[config.mk]
export PLATFORM = sky130hd
export DESIGN_NAME = bucketed_hash_map_top
export DESIGN_NICKNAME = d
export VERILOG_FILES = /design/src/rtl/bhm_pkg.sv /design/src/rtl/bucketed_hash_map_top.sv /design/src/rtl/bhm_ram.sv
export SDC_FILE = /design/constraint.sdc
export NUM_CORES = 2
export LEC_CHECK = 0
export BUFFER_PORTS_ARGS = -buffer_cell sky130_fd_sc_hd__buf_2
export CORE_ASPECT_RATIO = 0.8
export CORE_MARGIN = 1
export CORE_UTILIZATION = 56
export CTS_BUF_LIST = sky130_fd_sc_hd__clkbuf_4 sky130_fd_sc_hd__clkbuf_8
export CTS_CLUSTER_DIAMETER = 200
export DETAILED_ROUTE_END_ITERATION = 10
export PLACE_DENSITY = 0.73
export SLEW_MARGIN = 20
export SYNTH_ARGS = -nofsm -noshare
export SYNTH_HDL_FRONTEND = slang
export SYNTH_SLANG_ARGS = --single-unit
[constraint.sdc]
create_clock -name clk -period 42.1 [get_ports clk]
set_input_delay 2.105 -clock clk [delete_from_list [all_inputs] [get_ports clk]]
set_output_delay 2.105 -clock clk [all_outputs]
set_load 0.02 [all_outputs]
[src/rtl/bhm_pkg.sv]
`timescale 1ns / 1ps
`default_nettype none

package bhm_pkg;

    localparam int KEY_W    = 31;
    localparam int OUT_VAL_W = 32;
    localparam int COUNT_W  = 6;

    localparam logic [1:0] REQ_INSERT = 2'd0;
    localparam logic [1:0] REQ_REMOVE = 2'd1;
    localparam logic [1:0] REQ_LOOKUP = 2'd2;

    localparam logic [2:0] ST_INSERTED  = 3'd0;
    localparam logic [2:0] ST_REPLACED  = 3'd1;
    localparam logic [2:0] ST_DONE      = 3'd2;
    localparam logic [2:0] ST_NOT_FOUND = 3'd3;
    localparam logic [2:0] ST_FULL      = 3'd4;

    typedef struct packed {
        logic [1:0]           req_type;
        logic [KEY_W-1:0]     key;
        logic [OUT_VAL_W-1:0] value_in;
    } req_t;

    typedef struct packed {
        logic                 found;
        logic [OUT_VAL_W-1:0] value_out;
        logic [2:0]           status;
        logic [COUNT_W-1:0]   element_count;
        logic                 map_empty;
    } rsp_t;

endpackage

`default_nettype wire

[src/rtl/bucketed_hash_map_top.sv]
`timescale 1ns / 1ps
`default_nettype none

// channel   valid       stall       payload
// request   req_valid   req_stall   req (req_type, key, value_in)
// result    rsp_valid   rsp_stall   rsp (found, value_out, status, element_count, map_empty)
//
// Each request passes a multiply by the reciprocal of BUCKETS, a subtract
// for the bucket index, one bucket-row read from the RAM, and a match and
// update step that writes the row back on an insert, then returns to idle;
// no new request is taken before then. Reset clears the way valid bits and
// the element count at once; RAM rows are not cleared. A new request is taken
// while a result still waits; a stalled result holds the block in its update cycle.

module bucketed_hash_map_top #(
    parameter int BUCKETS    = 10,
    parameter int WAYS       = 4,
    parameter int VALUE_BITS = 32
) (
    input  wire logic          clk,
    input  wire logic          rst_n,
    input  wire logic          req_valid,
    output logic               req_stall,
    input  wire bhm_pkg::req_t req,
    output logic               rsp_valid,
    input  wire logic          rsp_stall,
    output bhm_pkg::rsp_t      rsp
);

    import bhm_pkg::*;

    localparam int SLOTS  = BUCKETS * WAYS;
    localparam int BKT_W  = (BUCKETS > 1) ? $clog2(BUCKETS) : 1;
    localparam int WAY_W  = (WAYS > 1) ? $clog2(WAYS) : 1;
    localparam int CNT_W  = $clog2(SLOTS + 1);
    localparam int ENT_W  = KEY_W + VALUE_BITS;
    localparam int ROW_W  = WAYS * ENT_W;

    // floor(key / BUCKETS) = (key * MAGIC) >> RECIP_SH, exact for every key
    localparam int LOG_B    = $clog2(BUCKETS);
    localparam int RECIP_SH = KEY_W + LOG_B;
    localparam int MAGIC_W  = KEY_W + 1;
    localparam int PROD_W   = KEY_W + MAGIC_W;
    localparam logic [63:0] MAGIC_FULL =
        ((64'd1 << RECIP_SH) + 64'(BUCKETS) - 64'd1) / 64'(BUCKETS);
    localparam logic [MAGIC_W-1:0] MAGIC     = MAGIC_FULL[MAGIC_W-1:0];
    localparam logic [KEY_W-1:0]   BUCKETS_K = KEY_W'(BUCKETS);

    localparam logic [2:0] S_IDLE = 3'd0;
    localparam logic [2:0] S_MUL  = 3'd1;
    localparam logic [2:0] S_SUB  = 3'd2;
    localparam logic [2:0] S_READ = 3'd3;
    localparam logic [2:0] S_EVAL = 3'd4;

    logic [2:0]            state_reg, state_next;
    logic [KEY_W-1:0]      quot_reg, quot_next;
    logic [BKT_W-1:0]      rem_reg, rem_next;
    logic [CNT_W-1:0]      count_reg, count_next;
    logic [WAYS-1:0]       valid_reg [BUCKETS];
    logic                  rsp_valid_reg, rsp_valid_next;
    rsp_t                  rsp_reg;
    logic [1:0]            op_reg;
    logic [KEY_W-1:0]      key_reg;
    logic [VALUE_BITS-1:0] val_reg;

    logic [PROD_W-1:0]     recip_prod;
    logic [KEY_W-1:0]      key_left;

    logic                  ram_wr;
    logic                  ram_rd;
    logic [ROW_W-1:0]      row_rd;
    logic [ROW_W-1:0]      row_new;
    logic [WAYS-1:0]       valid_row;
    logic [WAYS-1:0]       valid_new;
    logic                  commit;
    rsp_t                  rsp_new;

    logic                  req_beat;
    logic                  hit_any, free_any;
    logic [WAY_W-1:0]      hit_idx, free_idx;
    logic [VALUE_BITS-1:0] hit_val;

    assign req_beat  = req_valid && !req_stall;
    assign req_stall = (state_reg != S_IDLE);
    assign rsp_valid = rsp_valid_reg;
    assign rsp       = rsp_reg;

    assign valid_row = valid_reg[rem_reg];
    assign ram_rd    = (state_reg == S_READ);
    assign commit    = (state_reg == S_EVAL) && (!rsp_valid_reg || !rsp_stall);

    bhm_ram #(
        .WIDTH (ROW_W),
        .DEPTH (BUCKETS),
        .AW    (BKT_W)
    ) u_row_ram (
        .clk     (clk),
        .wr_en   (ram_wr),
        .wr_addr (rem_reg),
        .wr_data (row_new),
        .rd_en   (ram_rd),
        .rd_addr (rem_reg),
        .rd_data (row_rd)
    );

    // key mod BUCKETS: quotient by reciprocal multiply, then key - quotient * BUCKETS
    assign recip_prod = PROD_W'(key_reg) * PROD_W'(MAGIC);
    assign quot_next  = KEY_W'(recip_prod >> RECIP_SH);
    assign key_left   = key_reg - quot_reg * BUCKETS_K;
    assign rem_next   = key_left[BKT_W-1:0];

    // match the bucket row
    always_comb
    begin
        hit_any  = 1'b0;
        free_any = 1'b0;
        hit_idx  = '0;
        free_idx = '0;
        hit_val  = '0;
        for (int w = 0; w < WAYS; w++)
        begin
            if (valid_row[w] && !hit_any
                && row_rd[w*ENT_W+VALUE_BITS +: KEY_W] == key_reg)
            begin
                hit_any = 1'b1;
                hit_idx = WAY_W'(w);
                hit_val = row_rd[w*ENT_W +: VALUE_BITS];
            end
            if (!valid_row[w] && !free_any)
            begin
                free_any = 1'b1;
                free_idx = WAY_W'(w);
            end
        end
    end

    always_comb
    begin
        logic [2:0]           status;
        logic                 found;
        logic [OUT_VAL_W-1:0] vout;
        status     = ST_NOT_FOUND;
        found      = hit_any;
        vout       = '0;
        row_new    = row_rd;
        valid_new  = valid_row;
        count_next = count_reg;
        ram_wr     = 1'b0;
        case (op_reg)
            REQ_INSERT:
            begin
                if (hit_any)
                begin
                    for (int w = 0; w < WAYS; w++)
                    begin
                        if (hit_idx == WAY_W'(w))
                        begin
                            row_new[w*ENT_W +: VALUE_BITS] = val_reg;
                        end
                    end
                    status = ST_REPLACED;
                    ram_wr = commit;
                end
                else if (free_any)
                begin
                    for (int w = 0; w < WAYS; w++)
                    begin
                        if (free_idx == WAY_W'(w))
                        begin
                            row_new[w*ENT_W +: ENT_W] = {key_reg, val_reg};
                            valid_new[w] = 1'b1;
                        end
                    end
                    count_next = count_reg + 1'b1;
                    status     = ST_INSERTED;
                    ram_wr     = commit;
                end
                else
                begin
                    status = ST_FULL;
                end
            end
            REQ_REMOVE:
            begin
                if (hit_any)
                begin
                    for (int w = 0; w < WAYS; w++)
                    begin
                        if (hit_idx == WAY_W'(w))
                        begin
                            valid_new[w] = 1'b0;
                        end
                    end
                    if (count_reg != '0)
                    begin
                        count_next = count_reg - 1'b1;
                    end
                    status = ST_DONE;
                end
            end
            REQ_LOOKUP:
            begin
                if (hit_any)
                begin
                    vout   = OUT_VAL_W'(hit_val);
                    status = ST_DONE;
                end
            end
            default:
            begin
                found = 1'b0;
            end
        endcase
        rsp_new.found         = found;
        rsp_new.value_out     = vout;
        rsp_new.status        = status;
        rsp_new.element_count = COUNT_W'(count_next);
        rsp_new.map_empty     = (count_next == '0);
    end

    always_comb
    begin
        state_next     = state_reg;
        rsp_valid_next = rsp_valid_reg;
        if (rsp_valid_reg && !rsp_stall)
        begin
            rsp_valid_next = 1'b0;
        end
        case (state_reg)
            S_IDLE:
            begin
                if (req_beat)
                begin
                    state_next = S_MUL;
                end
            end
            S_MUL:
            begin
                state_next = S_SUB;
            end
            S_SUB:
            begin
                state_next = S_READ;
            end
            S_READ:
            begin
                state_next = S_EVAL;
            end
            S_EVAL:
            begin
                if (commit)
                begin
                    rsp_valid_next = 1'b1;
                    state_next     = S_IDLE;
                end
            end
            default:
            begin
                state_next = S_IDLE;
            end
        endcase
    end

    always_ff @(posedge clk or negedge rst_n)
    begin
        if (!rst_n)
        begin
            state_reg     <= S_IDLE;
            count_reg     <= '0;
            rsp_valid_reg <= 1'b0;
            for (int b = 0; b < BUCKETS; b++)
            begin
                valid_reg[b] <= '0;
            end
        end
        else
        begin
            state_reg     <= state_next;
            rsp_valid_reg <= rsp_valid_next;
            if (commit)
            begin
                count_reg          <= count_next;
                valid_reg[rem_reg] <= valid_new;
            end
        end
    end

    always_ff @(posedge clk)
    begin
        if (req_beat)
        begin
            op_reg  <= req.req_type;
            key_reg <= req.key;
            val_reg <= VALUE_BITS'(req.value_in);
        end
        if (state_reg == S_MUL)
        begin
            quot_reg <= quot_next;
        end
        if (state_reg == S_SUB)
        begin
            rem_reg <= rem_next;
        end
        if (commit)
        begin
            rsp_reg <= rsp_new;
        end
    end

    a_count_bound: assert property (@(posedge clk) disable iff (!rst_n)
        count_reg <= CNT_W'(SLOTS))
        else $error("element count above table size");

    a_wr_in_eval: assert property (@(posedge clk) disable iff (!rst_n)
        ram_wr |-> (state_reg == S_EVAL) && !(rsp_valid_reg && rsp_stall))
        else $error("row write outside the update cycle");

    a_beat_starts_mul: assert property (@(posedge clk) disable iff (!rst_n)
        req_beat |=> (state_reg == S_MUL))
        else $error("request beat did not start the bucket computation");

    a_rsp_from_eval: assert property (@(posedge clk) disable iff (!rst_n)
        $rose(rsp_valid_reg) |-> $past(state_reg) == S_EVAL)
        else $error("result raised outside the update cycle");

endmodule

`default_nettype wire

[src/rtl/bhm_ram.sv]
`timescale 1ns / 1ps
`default_nettype none

module bhm_ram #(
    parameter int WIDTH = 8,
    parameter int DEPTH = 16,
    parameter int AW    = (DEPTH > 1) ? $clog2(DEPTH) : 1
) (
    input  wire logic             clk,
    input  wire logic             wr_en,
    input  wire logic [AW-1:0]    wr_addr,
    input  wire logic [WIDTH-1:0] wr_data,
    input  wire logic             rd_en,
    input  wire logic [AW-1:0]    rd_addr,
    output logic      [WIDTH-1:0] rd_data
);

    logic [WIDTH-1:0] mem [DEPTH];

    always_ff @(posedge clk)
    begin
        if (wr_en)
        begin
            mem[wr_addr] <= wr_data;
        end
        if (rd_en)
        begin
            rd_data <= mem[rd_addr];
        end
    end

endmodule

`default_nettype wire

==> metrics.csv <==
stage,metric,value,unit
global_routing,vias in the first global route,62620,
timing,Slew @ Worst Pin,1172,ps
cts,Hold Buf Count CTS,0,
floorplanning,core area,215700,um2
global_routing,first-pass GRT wire length,421.6,mm
synthesis,Syn Area/Cell,19.06,um2
worst_setup_path,CP Class,reg -> reg,
timing,min Tclk post-route,7612,ps
cts,CTS Buffer Depth,4,
synthesis,Yosys reg bits,2937,
timing,final hold viol count,0,
floorplanning,io pins,114,
routing,Routed Antenna Nets,0,
timing,"Period Utilization, post-route",18.08,%
worst_setup_path,WP data arrival,8340,ps
cts,CTS tree,done,
global_routing,Tot GR Track Use,26.54,%
routing,WL per Instance,29.22,um
cts,Num CTS Buffers,436,
floorplanning,die height,419.7,um
synthesis,Ys Warns,0,
routing,vias per inst,6.262,
cts,CTS H-tree lvls,5,
global_routing,antenna violations before repair,18,
synthesis,Post-Syn Area,122100,um2
worst_setup_path,Worst EP required,42820,ps
timing,RSZ-0062 raised after global routing,false,
synthesis,sequential area share after synthesis,72.00,%
worst_setup_path,worst-path maximum fanout,8,
synthesis,Syn Inst Count,6407,
cts,clock latency on the worst-skew pair,1040,ps
synthesis,synth top area cells,"edfxtp_1 71%, mux4_2 9.4%, fa_1 2.9%",
cts,"Clk pin slew, worst setup/hold paths",70,ps
timing,slew margin rel.,21.88,%
cts,Sink Count,2937,
run_status,status,"complete, no violations",
timing,skew final,87.54,ps
routing,drc violations,0,
hold_path,HP Class,reg -> reg,
run,max cap viols,0,
hold_path,Hold Startpoint,valid_reg[15]$_DFFE_PN0P_,
floorplanning,Die ar.,220000,um2
cts,# resized after CTS,0,
synthesis,Synth Flop Type,edfxtp_1,
timing,setup TNS,0,ps
layout,Layout Area Growth over Synthesis,10.17,%
cts,root buffer cell,clkbuf_8,
floorplanning,Die X,524.1,um
routing,Iteration-0 DRC Markers,7080,
synthesis,Post-synth EDFFs,2887,
routing,drt pass-1 iters,6,
placed_design,DP Wirelength,163.5,mm
floorplanning,Rows,152,
timing,"Slew Viols, Final",0,
synthesis,cell taking the most area after synthesis,edfxtp_1,
synthesis,Synth async-reset ratio,1.702,%
timing,Max Clk Rate,131.4,MHz
cts,post-CTS setup buffers,0,
routing,DRT Wirelength,289.5,mm
global_routing,largest net degree at the start of global routing,156,
placed_design,routability-driven placement congestion ratio,0.9034,
layout,layout cells sized above 1,23.43,%
synthesis,synth unique cells,62,
worst_setup_path,CP startpoint,key_reg[5]$_DFFE_PP_,
synthesis,syn_nets,6846,
synthesis,Synth top area share,70.98,%
placed_design,placed inst area,126100,um2
layout,post-route cell area,134600,um2
layout,max reg flops,2520,
floorplanning,initial core utilization,56.63,%
placed_design,port bufs,113,
worst_setup_path,Startpoint Class,flip-flop,
timing,final setup violating endpoints,0,
global_routing,GRT overflow,0,
layout,Final Core Density,62.39,%
worst_setup_path,R2R Path Start,key_reg[5]$_DFFE_PP_,
layout,Nets,7163,
routing,total number of vias,62050,
worst_setup_path,Critical Path Sink Type,flip-flop,
Yosys cell counts, types with 30 or more instances:
library cell and n:
mux2_2 188, nand3_1 42, mux4_2 512, ha_1 194, dfrtp_1 50, clkbuf_1 237
mux2_4 30, buf_1 91, mux2i_1 290, nor2b_1 263, fa_1 176, inv_1 295
a211oi_1 253, nand4_1 38, o21ai_0 116, xnor2_1 139, nand2_1 144, a21oi_1 298
edfxtp_1 2887, nor2_1 35
worst max-delay path, cell delays in order, from the launching register on:
cell	delay, ps
edfxtp_1	610
inv_1	230
ha_1	380
fa_1	510
fa_1	540
fa_1	710
inv_1	160
fa_1	480
fa_1	500
fa_1	490
inv_1	50
fa_1	490
inv_1	50
ha_1	290
a21o_1	170
or4_1	430
nor2_1	110
o211ai_1	110
a211oi_1	400
o21bai_1	140
a221oi_1	320
xnor2_1	120
cells by family after synthesis:
kind of cell | share of synthesized area (%)
adders and majority gates | 4.872
AOI/OAI and AO/OA | 3.561
buffers and inverters | 2.017
xor gates and xnor gates | 1.054
and+or+nand+nor | 2.574
muxes | 13.92
DFF | 72.00
metrics by stage:
step	hold slack (ps)	worst slack (ps)	std cells
2_1_floorplan	444.6	27170	6407
3_3_place_gp	458.2	34430	9131
3_5_place_dp	468.9	34290	9134
4_1_cts	484.4	34200	9903
5_1_grt	499.5	34050	9907
6_report	476.6	34490	9909
final cells by class:
class / instances / area [um2]
multi-input cells: 2828 / 31870
repair buffers: 225 / 1643
fillers: 14900 / 81100
clock inverters: 202 / 1385
well taps: 2849 / 3565
inverters: 296 / 1111
flip-flops and latches: 2937 / 87940
clock buffers: 567 / 7034
diodes: 5 / 12.51
routing by layer:
metal  GRT usage, %  part of all wire (%)  up-vias
li1               -                     -    26020
met1          40.43                    43    32660
met2          39.91                    46     2965
met3          5.250                   9.3      392
met4          6.180                   2.0       14
met5              0                 0.035        -
cells in the final DEF (no fill, tap or decap), types with 24 or more instances in the layout:
cell,instances
a211oi_1,253
a21oi_1,298
buf_2,113
buf_4,93
clkbuf_4,123
clkbuf_8,444
clkinv_1,109
clkinv_2,56
dfrtp_1,50
edfxtp_1,2887
fa_1,176
ha_1,194
inv_1,295
mux2_2,188
mux2_4,30
mux2i_1,290
mux4_2,512
nand2_1,142
nand3_1,42
nand4_1,38
nor2_1,24
nor2b_1,262
o21ai_0,91
o21ai_1,26
xnor2_1,139
path summary, 6_finish.rpt:
check                                       endpoint  slack (ps)  cells past startpoint
setup / recovery               quot_reg[0]$_DFFE_PP_       34490                     21
hold / removal             valid_reg[15]$_DFFE_PN0P_         480                      2
setup reg to reg               quot_reg[0]$_DFFE_PP_       34490                     21
hold reg to reg            valid_reg[15]$_DFFE_PN0P_         480                      2
max in group asynchronous  valid_reg[28]$_DFFE_PN0P_       40430                      2
min in group asynchronous   state_reg[1]$_DFFE_PN0P_        1190                      2
Power is left out: the tool's default activity adds up to more than one toggle a clock period on the data nets, which glitch-free logic cannot reach.
